### config.mk
export PLATFORM = sky130hd
export DESIGN_NAME = foc_current_to_svpwm_step
export DESIGN_NICKNAME = d
export VERILOG_FILES = /design/src/rtl/foc_pkg.sv /design/src/rtl/foc_current_to_svpwm_step.sv /design/src/rtl/foc_mac.sv
export SDC_FILE = /design/constraint.sdc
export NUM_CORES = 2
export LEC_CHECK = 0
export ABC_CLOCK_PERIOD_IN_PS = 11170
export BUFFER_PORTS_ARGS = -buffer_cell sky130_fd_sc_hd__buf_4
export CORE_ASPECT_RATIO = 0.9
export CORE_MARGIN = 2
export CORE_UTILIZATION = 30
export DETAILED_ROUTE_END_ITERATION = 10
export PLACE_DENSITY = 0.56
export SLEW_MARGIN = 20
export SYNTH_ARGS = -nofsm -noshare
export SYNTH_HDL_FRONTEND = slang
export SYNTH_SLANG_ARGS = --single-unit
### constraint.sdc
create_clock -name clk -period 11.17 [get_ports clk]
set_clock_uncertainty 0.1 [all_clocks]
set_input_delay 0.5585 -clock clk [delete_from_list [all_inputs] [get_ports clk]]
set_output_delay 0.5585 -clock clk [all_outputs]
set_load 0.02 [all_outputs]
### src/rtl/foc_pkg.sv
// Shared types and constants for the FOC current-to-SVPWM step block.
`timescale 1ns / 1ps

package foc_pkg;

    // Operand and result widths of the shared multiply-accumulate unit.
    localparam int MAC_A_W   = 18;
    localparam int MAC_B_W   = 16;
    localparam int MAC_P_W   = MAC_A_W + MAC_B_W;
    localparam int MAC_ACC_W = MAC_P_W + 1;

    // Fixed coefficients of the control step.
    localparam logic signed [MAC_B_W-1:0] K_BETA     = 16'sd18918;
    localparam logic signed [MAC_B_W-1:0] K_FILT_OLD = 16'sd20317;
    localparam logic signed [MAC_B_W-1:0] K_FILT_NEW = 16'sd12451;
    localparam logic signed [MAC_B_W-1:0] K_SQRT3    = 16'sd3547;
    localparam logic signed [MAC_B_W-1:0] K_SVM_FULL = 16'sd255;
    localparam logic signed [15:0]        REG_POS    = 16'sd16384;
    localparam logic signed [15:0]        REG_NEG    = -16'sd16384;

    // Sector codes: bit 0 is X positive, bit 1 is Y positive, bit 2 is Z positive.
    localparam logic [2:0] SEC_NONE = 3'b000;
    localparam logic [2:0] SEC_X    = 3'b001;
    localparam logic [2:0] SEC_Y    = 3'b010;
    localparam logic [2:0] SEC_XY   = 3'b011;
    localparam logic [2:0] SEC_Z    = 3'b100;
    localparam logic [2:0] SEC_XZ   = 3'b101;
    localparam logic [2:0] SEC_YZ   = 3'b110;
    localparam logic [2:0] SEC_ALL  = 3'b111;

    // Accumulate modes of the shared unit.
    typedef enum logic [1:0] {
        MAC_LOAD,
        MAC_ADD,
        MAC_SUB
    } mac_mode_t;

    // One command to the shared unit.
    typedef struct packed {
        logic                 vld;
        mac_mode_t            mode;
        logic [MAC_A_W-1:0]   a;
        logic [MAC_B_W-1:0]   b;
    } mac_cmd_t;

    // Sequencer steps.
    typedef enum logic [4:0] {
        ST_IDLE,
        ST_BETA,
        ST_PARK_A,
        ST_PARK_B,
        ST_FILT_A,
        ST_FILT_B,
        ST_VA_Q,
        ST_FILT_WR,
        ST_REG,
        ST_VA_D,
        ST_VB_D,
        ST_VB_Q,
        ST_XS,
        ST_T,
        ST_XS_WR,
        ST_YZ,
        ST_ZS,
        ST_YS,
        ST_ZS_WR,
        ST_YS_WR,
        ST_OUT
    } seq_state_t;

endpackage

### src/rtl/foc_current_to_svpwm_step.sv
// Top level: FOC current loop to SVPWM duty step, sequenced over one shared MAC.
//
//  Channel | Direction | Handshake            | Word
//  --------+-----------+----------------------+------------------------------------------
//  input   | in        | in_valid / in_ready  | phase currents, sine, cosine, q command
//  output  | out       | out_valid / out_ready| three duties, sector, d voltage
//
// An accepted word is worked through the sequencer steps until its result sits in the
// output register, and the block takes a new word only after that result is loaded. The
// steps are set by thirteen products that go one after another through the single
// multiply-accumulate unit, each held in the product register before it is accumulated.
// Reset empties the output register, returns to idle and clears the d-current filter
// and the flux integrator. If a result is still waiting, the next word is worked
// through and holds in its last step until the output register is free.
`timescale 1ns / 1ps

module foc_current_to_svpwm_step (
    input  logic               clk,
    input  logic               rst_n,
    input  logic               in_valid,
    output logic               in_ready,
    input  logic signed [15:0] phase_a_current,
    input  logic signed [15:0] phase_b_current,
    input  logic signed [15:0] angle_sine,
    input  logic signed [15:0] angle_cosine,
    input  logic signed [15:0] q_voltage_cmd,
    output logic               out_valid,
    input  logic               out_ready,
    output logic [14:0]        duty_a,
    output logic [14:0]        duty_b,
    output logic [14:0]        duty_c,
    output logic [2:0]         sector,
    output logic signed [9:0]  d_voltage
);
    import foc_pkg::*;

    seq_state_t state_reg, state_next;

    // Captured input word.
    logic signed [15:0] ia_reg, ib_reg, sn_reg, cs_reg, vq_reg;

    // Loop state kept from one period to the next.
    logic signed [15:0] filt_reg, flux_reg;

    // Intermediate results.
    logic signed [9:0]  vd_reg;
    logic signed [15:0] va_reg, xs_reg, y_reg, z_reg, zs_reg, ys_reg;
    logic [2:0]         sec_reg;

    // Output register.
    logic               out_valid_reg;
    logic [14:0]        duty_a_reg, duty_b_reg, duty_c_reg;
    logic [2:0]         sector_reg;
    logic signed [9:0]  d_voltage_reg;

    // Shared unit.
    mac_cmd_t                    cmd;
    logic signed [MAC_ACC_W-1:0] acc;

    // Control strobes from the sequencer.
    logic cap_filt, cap_reg, cap_va, cap_xs, cap_yz, cap_zs, cap_ys, out_load;

    foc_mac u_mac (
        .clk   (clk),
        .rst_n (rst_n),
        .cmd   (cmd),
        .acc   (acc)
    );

    // Views of the accumulator after the fixed right shifts.
    logic signed [15:0] acc_q15;
    logic signed [17:0] acc_park;
    logic signed [16:0] acc_t;
    logic signed [15:0] acc_scl;

    assign acc_q15  = acc[30:15];
    assign acc_park = acc[32:15];
    assign acc_t    = acc[27:11];
    assign acc_scl  = acc[25:10];

    // Clarke input: ia + 2*ib.
    logic signed [17:0] beta_in;
    assign beta_in = {{2{ia_reg[15]}}, ia_reg} + {ib_reg[15], ib_reg, 1'b0};

    // Flux regulator: sign-step integrator plus a quarter of the negated d current.
    logic signed [15:0] neg_d, reg_step, flux_inc, reg_sum, reg_sum_c, flux_c, vd_shift;

    always_comb
    begin
        neg_d = -filt_reg;
        if (neg_d[15])
        begin
            reg_step = -16'sd1;
        end
        else if (neg_d != 16'sd0)
        begin
            reg_step = 16'sd1;
        end
        else
        begin
            reg_step = 16'sd0;
        end
        flux_inc = flux_reg + reg_step;
        reg_sum  = flux_inc + (neg_d >>> 2);
        if (reg_sum < REG_NEG)
        begin
            reg_sum_c = REG_NEG;
            flux_c    = REG_NEG;
        end
        else if (reg_sum > REG_POS)
        begin
            reg_sum_c = REG_POS;
            flux_c    = REG_POS;
        end
        else
        begin
            reg_sum_c = reg_sum;
            flux_c    = flux_inc;
        end
        vd_shift = reg_sum_c >>> 6;
    end

    // Space-vector Y and Z terms and the sector code.
    logic signed [17:0] va_ext, t_ext, y_full, z_full;
    logic signed [15:0] y_w, z_w;
    logic [2:0]         sec_next;

    always_comb
    begin
        va_ext   = 18'(va_reg);
        t_ext    = 18'(acc_t);
        y_full   = t_ext - va_ext;
        z_full   = -(va_ext + t_ext);
        y_w      = y_full[15:0];
        z_w      = z_full[15:0];
        sec_next = {(z_w > 16'sd0), (y_w > 16'sd0), (va_reg > 16'sd0)};
    end

    // Halved negations of Z and Y ahead of their scaling.
    logic signed [16:0] hz, hy;
    assign hz = (-17'(z_reg)) >>> 1;
    assign hy = (-17'(y_reg)) >>> 1;

    // Duty assembly per sector.
    logic signed [17:0] xe, ye, ze, full_e, ta_full, tb_full, tc_full;
    logic signed [15:0] ta_w, tb_w, tc_w;
    logic [14:0]        ta_c, tb_c, tc_c;

    always_comb
    begin
        xe     = 18'(xs_reg);
        ye     = 18'(ys_reg);
        ze     = 18'(zs_reg);
        full_e = 18'(K_SVM_FULL);
        case (sec_reg) inside
            SEC_X, SEC_YZ:
            begin
                ta_full = full_e - ye + ze;
                tb_full = ye + full_e + ze;
                tc_full = full_e - ye - ze;
            end
            SEC_Y, SEC_XZ:
            begin
                ta_full = full_e - xe + ze;
                tb_full = full_e - ze + xe;
                tc_full = full_e - ze - xe;
            end
            SEC_XY, SEC_Z:
            begin
                ta_full = full_e - ye + xe;
                tb_full = ye + full_e + xe;
                tc_full = full_e - xe + ye;
            end
            default:
            begin
                ta_full = full_e;
                tb_full = full_e;
                tc_full = full_e;
            end
        endcase
        ta_w = ta_full[15:0];
        tb_w = tb_full[15:0];
        tc_w = tc_full[15:0];
        ta_c = ta_w[15] ? 15'd0 : ta_w[14:0];
        tb_c = tb_w[15] ? 15'd0 : tb_w[14:0];
        tc_c = tc_w[15] ? 15'd0 : tc_w[14:0];
    end

    // Sequencer state register.
    always_ff @(posedge clk or negedge rst_n)
    begin
        if (!rst_n)
        begin
            state_reg <= ST_IDLE;
        end
        else
        begin
            state_reg <= state_next;
        end
    end

    // Sequencer next state.
    always_comb
    begin
        state_next = state_reg;
        unique case (state_reg)
            ST_IDLE:    state_next = in_valid ? ST_BETA : ST_IDLE;
            ST_BETA:    state_next = ST_PARK_A;
            ST_PARK_A:  state_next = ST_PARK_B;
            ST_PARK_B:  state_next = ST_FILT_A;
            ST_FILT_A:  state_next = ST_FILT_B;
            ST_FILT_B:  state_next = ST_VA_Q;
            ST_VA_Q:    state_next = ST_FILT_WR;
            ST_FILT_WR: state_next = ST_REG;
            ST_REG:     state_next = ST_VA_D;
            ST_VA_D:    state_next = ST_VB_D;
            ST_VB_D:    state_next = ST_VB_Q;
            ST_VB_Q:    state_next = ST_XS;
            ST_XS:      state_next = ST_T;
            ST_T:       state_next = ST_XS_WR;
            ST_XS_WR:   state_next = ST_YZ;
            ST_YZ:      state_next = ST_ZS;
            ST_ZS:      state_next = ST_YS;
            ST_YS:      state_next = ST_ZS_WR;
            ST_ZS_WR:   state_next = ST_YS_WR;
            ST_YS_WR:   state_next = ST_OUT;
            ST_OUT:     state_next = (!out_valid_reg || out_ready) ? ST_IDLE : ST_OUT;
            default:    state_next = ST_IDLE;
        endcase
    end

    // Sequencer outputs: MAC commands and capture strobes.
    always_comb
    begin
        cmd      = '0;
        cmd.mode = MAC_LOAD;
        in_ready = 1'b0;
        cap_filt = 1'b0;
        cap_reg  = 1'b0;
        cap_va   = 1'b0;
        cap_xs   = 1'b0;
        cap_yz   = 1'b0;
        cap_zs   = 1'b0;
        cap_ys   = 1'b0;
        out_load = 1'b0;
        unique case (state_reg)
            ST_IDLE:
            begin
                in_ready = 1'b1;
            end
            ST_BETA:
            begin
                cmd.vld = 1'b1;
                cmd.a   = beta_in;
                cmd.b   = K_BETA;
            end
            ST_PARK_A:
            begin
                cmd.vld = 1'b1;
                cmd.a   = MAC_A_W'(ia_reg);
                cmd.b   = cs_reg;
            end
            ST_PARK_B:
            begin
                cmd.vld  = 1'b1;
                cmd.mode = MAC_ADD;
                cmd.a    = MAC_A_W'(acc_q15);
                cmd.b    = sn_reg;
            end
            ST_FILT_A:
            begin
                cmd.vld = 1'b1;
                cmd.a   = MAC_A_W'(filt_reg);
                cmd.b   = K_FILT_OLD;
            end
            ST_FILT_B:
            begin
                cmd.vld  = 1'b1;
                cmd.mode = MAC_ADD;
                cmd.a    = acc_park;
                cmd.b    = K_FILT_NEW;
            end
            ST_VA_Q:
            begin
                cmd.vld = 1'b1;
                cmd.a   = MAC_A_W'(vq_reg);
                cmd.b   = cs_reg;
            end
            ST_FILT_WR:
            begin
                cap_filt = 1'b1;
            end
            ST_REG:
            begin
                cap_reg = 1'b1;
            end
            ST_VA_D:
            begin
                cmd.vld  = 1'b1;
                cmd.mode = MAC_ADD;
                cmd.a    = MAC_A_W'(vd_reg);
                cmd.b    = sn_reg;
            end
            ST_VB_D:
            begin
                cmd.vld = 1'b1;
                cmd.a   = MAC_A_W'(vd_reg);
                cmd.b   = cs_reg;
            end
            ST_VB_Q:
            begin
                cmd.vld  = 1'b1;
                cmd.mode = MAC_SUB;
                cmd.a    = MAC_A_W'(vq_reg);
                cmd.b    = sn_reg;
                cap_va   = 1'b1;
            end
            ST_XS:
            begin
                cmd.vld = 1'b1;
                cmd.a   = MAC_A_W'(va_reg);
                cmd.b   = K_SVM_FULL;
            end
            ST_T:
            begin
                cmd.vld = 1'b1;
                cmd.a   = MAC_A_W'(acc_q15);
                cmd.b   = K_SQRT3;
            end
            ST_XS_WR:
            begin
                cap_xs = 1'b1;
            end
            ST_YZ:
            begin
                cap_yz = 1'b1;
            end
            ST_ZS:
            begin
                cmd.vld = 1'b1;
                cmd.a   = MAC_A_W'(hz);
                cmd.b   = K_SVM_FULL;
            end
            ST_YS:
            begin
                cmd.vld = 1'b1;
                cmd.a   = MAC_A_W'(hy);
                cmd.b   = K_SVM_FULL;
            end
            ST_ZS_WR:
            begin
                cap_zs = 1'b1;
            end
            ST_YS_WR:
            begin
                cap_ys = 1'b1;
            end
            ST_OUT:
            begin
                out_load = !out_valid_reg || out_ready;
            end
            default:
            begin
                in_ready = 1'b0;
            end
        endcase
    end

    // Input word capture.
    always_ff @(posedge clk)
    begin
        if (in_valid && in_ready)
        begin
            ia_reg <= phase_a_current;
            ib_reg <= phase_b_current;
            sn_reg <= angle_sine;
            cs_reg <= angle_cosine;
            vq_reg <= q_voltage_cmd;
        end
    end

    // Filter and integrator state.
    always_ff @(posedge clk or negedge rst_n)
    begin
        if (!rst_n)
        begin
            filt_reg <= 16'sd0;
            flux_reg <= 16'sd0;
        end
        else
        begin
            if (cap_filt)
            begin
                filt_reg <= acc_q15;
            end
            if (cap_reg)
            begin
                flux_reg <= flux_c;
            end
        end
    end

    // Intermediate captures.
    always_ff @(posedge clk)
    begin
        if (cap_reg)
        begin
            vd_reg <= vd_shift[9:0];
        end
        if (cap_va)
        begin
            va_reg <= acc_q15;
        end
        if (cap_xs)
        begin
            xs_reg <= acc_scl;
        end
        if (cap_yz)
        begin
            y_reg   <= y_w;
            z_reg   <= z_w;
            sec_reg <= sec_next;
        end
        if (cap_zs)
        begin
            zs_reg <= acc_scl;
        end
        if (cap_ys)
        begin
            ys_reg <= acc_scl;
        end
    end

    // Output register valid flag.
    always_ff @(posedge clk or negedge rst_n)
    begin
        if (!rst_n)
        begin
            out_valid_reg <= 1'b0;
        end
        else if (out_load)
        begin
            out_valid_reg <= 1'b1;
        end
        else if (out_ready)
        begin
            out_valid_reg <= 1'b0;
        end
    end

    // Output register payload.
    always_ff @(posedge clk)
    begin
        if (out_load)
        begin
            duty_a_reg    <= ta_c;
            duty_b_reg    <= tb_c;
            duty_c_reg    <= tc_c;
            sector_reg    <= sec_reg;
            d_voltage_reg <= vd_reg;
        end
    end

    assign out_valid = out_valid_reg;
    assign duty_a    = duty_a_reg;
    assign duty_b    = duty_b_reg;
    assign duty_c    = duty_c_reg;
    assign sector    = sector_reg;
    assign d_voltage = d_voltage_reg;

    // A word once taken keeps the block busy on the following cycle.
    a_busy_after_accept: assert property (@(posedge clk) disable iff (!rst_n)
        in_valid && in_ready |=> !in_ready)
        else $error("input accepted again right after an accept");

    // The regulator clamp bounds the d voltage.
    a_vd_range: assert property (@(posedge clk) disable iff (!rst_n)
        out_valid |-> (d_voltage >= -10'sd256) && (d_voltage <= 10'sd256))
        else $error("d voltage outside the regulator clamp");

    // Without a valid sector the duties sit at full scale.
    a_no_sector_full: assert property (@(posedge clk) disable iff (!rst_n)
        out_valid && (sector == SEC_NONE || sector == SEC_ALL) |->
            duty_a == 15'd255 && duty_b == 15'd255 && duty_c == 15'd255)
        else $error("duties not at full scale for an empty or full sector code");

endmodule

### src/rtl/foc_mac.sv
// Shared signed multiply-accumulate unit with a registered product stage.
`timescale 1ns / 1ps

module foc_mac (
    input  logic                                clk,
    input  logic                                rst_n,
    input  foc_pkg::mac_cmd_t                   cmd,
    output logic signed [foc_pkg::MAC_ACC_W-1:0] acc
);
    import foc_pkg::*;

    logic signed [MAC_P_W-1:0]   prod_reg;
    mac_mode_t                   mode_reg;
    logic                        vld_reg;
    logic signed [MAC_ACC_W-1:0] acc_reg;
    logic signed [MAC_ACC_W-1:0] acc_next;
    logic signed [MAC_ACC_W-1:0] prod_ext;

    // The product valid flag is the registered command valid flag.
    always_ff @(posedge clk or negedge rst_n)
    begin
        if (!rst_n)
        begin
            vld_reg <= 1'b0;
        end
        else
        begin
            vld_reg <= cmd.vld;
        end
    end

    // Product stage.
    always_ff @(posedge clk)
    begin
        prod_reg <= $signed(cmd.a) * $signed(cmd.b);
        mode_reg <= cmd.mode;
    end

    // Accumulate stage.
    assign prod_ext = MAC_ACC_W'(prod_reg);

    always_comb
    begin
        unique case (mode_reg)
            MAC_LOAD: acc_next = prod_ext;
            MAC_ADD:  acc_next = acc_reg + prod_ext;
            MAC_SUB:  acc_next = acc_reg - prod_ext;
            default:  acc_next = acc_reg;
        endcase
    end

    always_ff @(posedge clk)
    begin
        if (vld_reg)
        begin
            acc_reg <= acc_next;
        end
    end

    assign acc = acc_reg;

endmodule

==> flow_summary.json <==
{
  "max_freq_mhz": 110,
  "root_buffer": "clkbuf_16",
  "min_path_type": "input port to register",
  "clock_sinks": 353,
  "r2r_slack_ns": 2.11,
  "cp_max_fo": 14,
  "dp_cells": 5668,
  "hold_viol_final": 0,
  "clockBufferDepth": 3,
  "fp.coreArea_sq_um": 122000,
  "grt_pass1_vias": 29032,
  "end_kind": "register",
  "max_cap_violations": 0,
  "overflow": 0,
  "routedWlPerCell_um": 19.3,
  "fillers": 12567,
  "final_nets": 4882,
  "synth_edf_count": 279,
  "post_cts_buffers": 0,
  "synth_nets": 4699,
  "syn2layout_area_growth_pct": 14.1,
  "ys_seq_area_share_pct": 27.3,
  "fp.dieW_um": 374,
  "grt_antenna_before_repair": 1,
  "clk_latency_ns": 0.63,
  "ys.warnings.count": 0,
  "dr.first_iter.drc_count": 2554,
  "status": "complete, no violations",
  "syn_inst": 3973,
  "cpMaxStageDelayCell": "fa_1",
  "tns_ns": 0,
  "setup_violations": 0,
  "htree_levels": 2,
  "vias": 29543,
  "critPathArrivalTime_ns": 9.42,
  "ys_seq_elements": 353,
  "track_usage_pct": 17.6,
  "async_flop_share_pct": 11.0,
  "startpoint_type": "register",
  "start_util_pct": 30.1,
  "final_layout_size_suffix_gt1_share_pct": 9.05,
  "slew_headroom_pct": 27.1,
  "worstPathRequired_ns": 11.53,
  "wirelength_um": 112000,
  "viasPerCell": 5.09,
  "synth_ff_type": "edfxtp_1",
  "cts_inserted_buffers": 42,
  "ant_nets": 0,
  "io_pins": 144,
  "min_period_ns": 9.06,
  "tightest_slew_ns": 1.09,
  "clk_pin_slew_worst_paths_ns": 0.06,
  "layout_commonest_cell": "inv_1",
  "drv_slew": 0,
  "mostFrequentLayoutCells": "486 x inv_1, 430 x nor2_1, 348 x ha_1, 293 x fa_1, 279 x edfxtp_1",
  "rsz0062_at_grt": "no",
  "yosysUniqueCellTypes": 88,
  "fin_cells": 5802,
  "cp_common_cell": "fa_1",
  "grt_pass1_wl_um": 173000,
  "syn_avg_cell_area_sq_um": 9.28,
  "max_stage_delay_ns": 0.77,
  "gp_congestion": 0.920,
  "finalHoldWorstSlack_ns": 0.0341,
  "synth_area_sq_um": 36900,
  "first_pass_iters": 7,
  "grt_max_degree": 81,
  "cts_tree": "yes",
  "worstSetupPathType": "register to register",
  "drc": 0,
  "period_share_pct": 81.1,
  "die_h_um": 337,
  "dieArea_sq_um": 126000,
  "dpl.hpwl_um": 89700,
  "portBuffers": 143,
  "rows": 122
}
-- through the flow --
stage / util (%) / instance area [sq um] / setup slack (ns)
5_1_grt: 34.4 / 42100 / 1.51
2_1_floorplan: - / 36900 / 2.99
4_1_cts: 34.4 / 42100 / 1.95
6_report: 34.4 / 42100 / 2.11
3_5_place_dp: 32.8 / 40100 / 1.99
3_3_place_gp: 32.8 / 40100 / 2.25
-- layer usage --
layer  vias up  wire (um)  global-route usage [%]
met5         -          0                       0
met4         0       3190                    5.12
met3       143       8290                    2.76
met2      1020      48400                    27.3
met1     14326      52400                    25.4
li1      14054          -                       -
-- final cells by class --
type | count | area [sq um] | area share, %
tap | 1612 | 2020 | 4.79
sequential | 353 | 10100 | 23.9
antenna | 1 | 2.50 | 0.00595
timing repair buffer | 260 | 2090 | 4.97
multi-input combinational | 3010 | 24700 | 58.7
clock inverter | 22 | 225 | 0.535
clock buffer | 55 | 1140 | 2.71
inverter | 489 | 1840 | 4.36
-- final timing paths --
kind | start | endpoint | cells after the start
max in group asynchronous | rst_n | flux_reg[1]$_DFFE_PN0P_ | 2
min | q_voltage_cmd[12] | vq_reg[12]$_DFFE_PP_ | 1
max reg2reg | ia_reg[1]$_DFFE_PP_ | u_mac.prod_reg[32]$_DFF_P_ | 30
min in group asynchronous | rst_n | out_valid$_DFFE_PN0P_ | 2
min reg2reg | vd_reg[8]$_SDFFCE_PP1P_ | d_voltage[8]$_DFFE_PP_ | 0
max | ia_reg[1]$_DFFE_PP_ | u_mac.prod_reg[32]$_DFF_P_ | 30
-- synthesized netlist by cell type (13+ instances only) --
cell type | instances | area, sq um
o21a_1 | 47 | 353
a221oi_1 | 26 | 228
a22oi_1 | 37 | 278
nor2_1 | 433 | 1630
a211o_1 | 13 | 114
xor2_1 | 87 | 762
nand4_1 | 17 | 106
nor2b_1 | 48 | 300
o21bai_1 | 36 | 270
or2_2 | 34 | 213
o21ai_0 | 167 | 836
edfxtp_1 | 279 | 8380
clkbuf_1 | 113 | 424
fa_1 | 293 | 5870
o22ai_1 | 24 | 150
ha_1 | 349 | 4370
a21oi_1 | 218 | 1090
a211oi_1 | 32 | 240
nor3_1 | 102 | 510
a21o_1 | 59 | 443
o211ai_1 | 13 | 97.6
a31oi_1 | 25 | 156
nand2_1 | 255 | 957
nand2b_1 | 78 | 488
dfrtp_1 | 39 | 976
and2_1 | 13 | 81.3
nor4_1 | 33 | 206
mux2_2 | 24 | 270
dfxtp_1 | 35 | 701
o31ai_1 | 20 | 150
or3_1 | 23 | 144
xnor2_1 | 256 | 2240
and3_1 | 25 | 156
inv_1 | 486 | 1820
nand3_1 | 50 | 250
-- logic make-up after synthesis --
logic type	synth area share, %
xor+xnor	8.15
simple gates	14.8
mux	0.896
flops	27.3
buf+inv	6.24
compound gates	14.8
fa+ha+maj	27.8
-- worst max-delay path, delay by kind of cell (launching register included) --
kind | cells | cell delay, ns
AO/OA/AOI/OAI | 8 | 2.68
XOR/XNOR | 3 | 0.88
adder cells (fa/ha/maj) | 8 | 3.67
buffers and inverters | 3 | 0.17
flip-flops | 1 | 0.40
AND/OR/NAND/NOR | 8 | 0.99
-- timing repair --
action / CTS / global route
endpoints found under the hold margin: 93 / 0
gates resized for setup: 0 / 0
hold buffers: 55 / 0
Power is left out: the tool's default activity adds up to more than one toggle a clock period on the data nets, which glitch-free logic cannot reach.
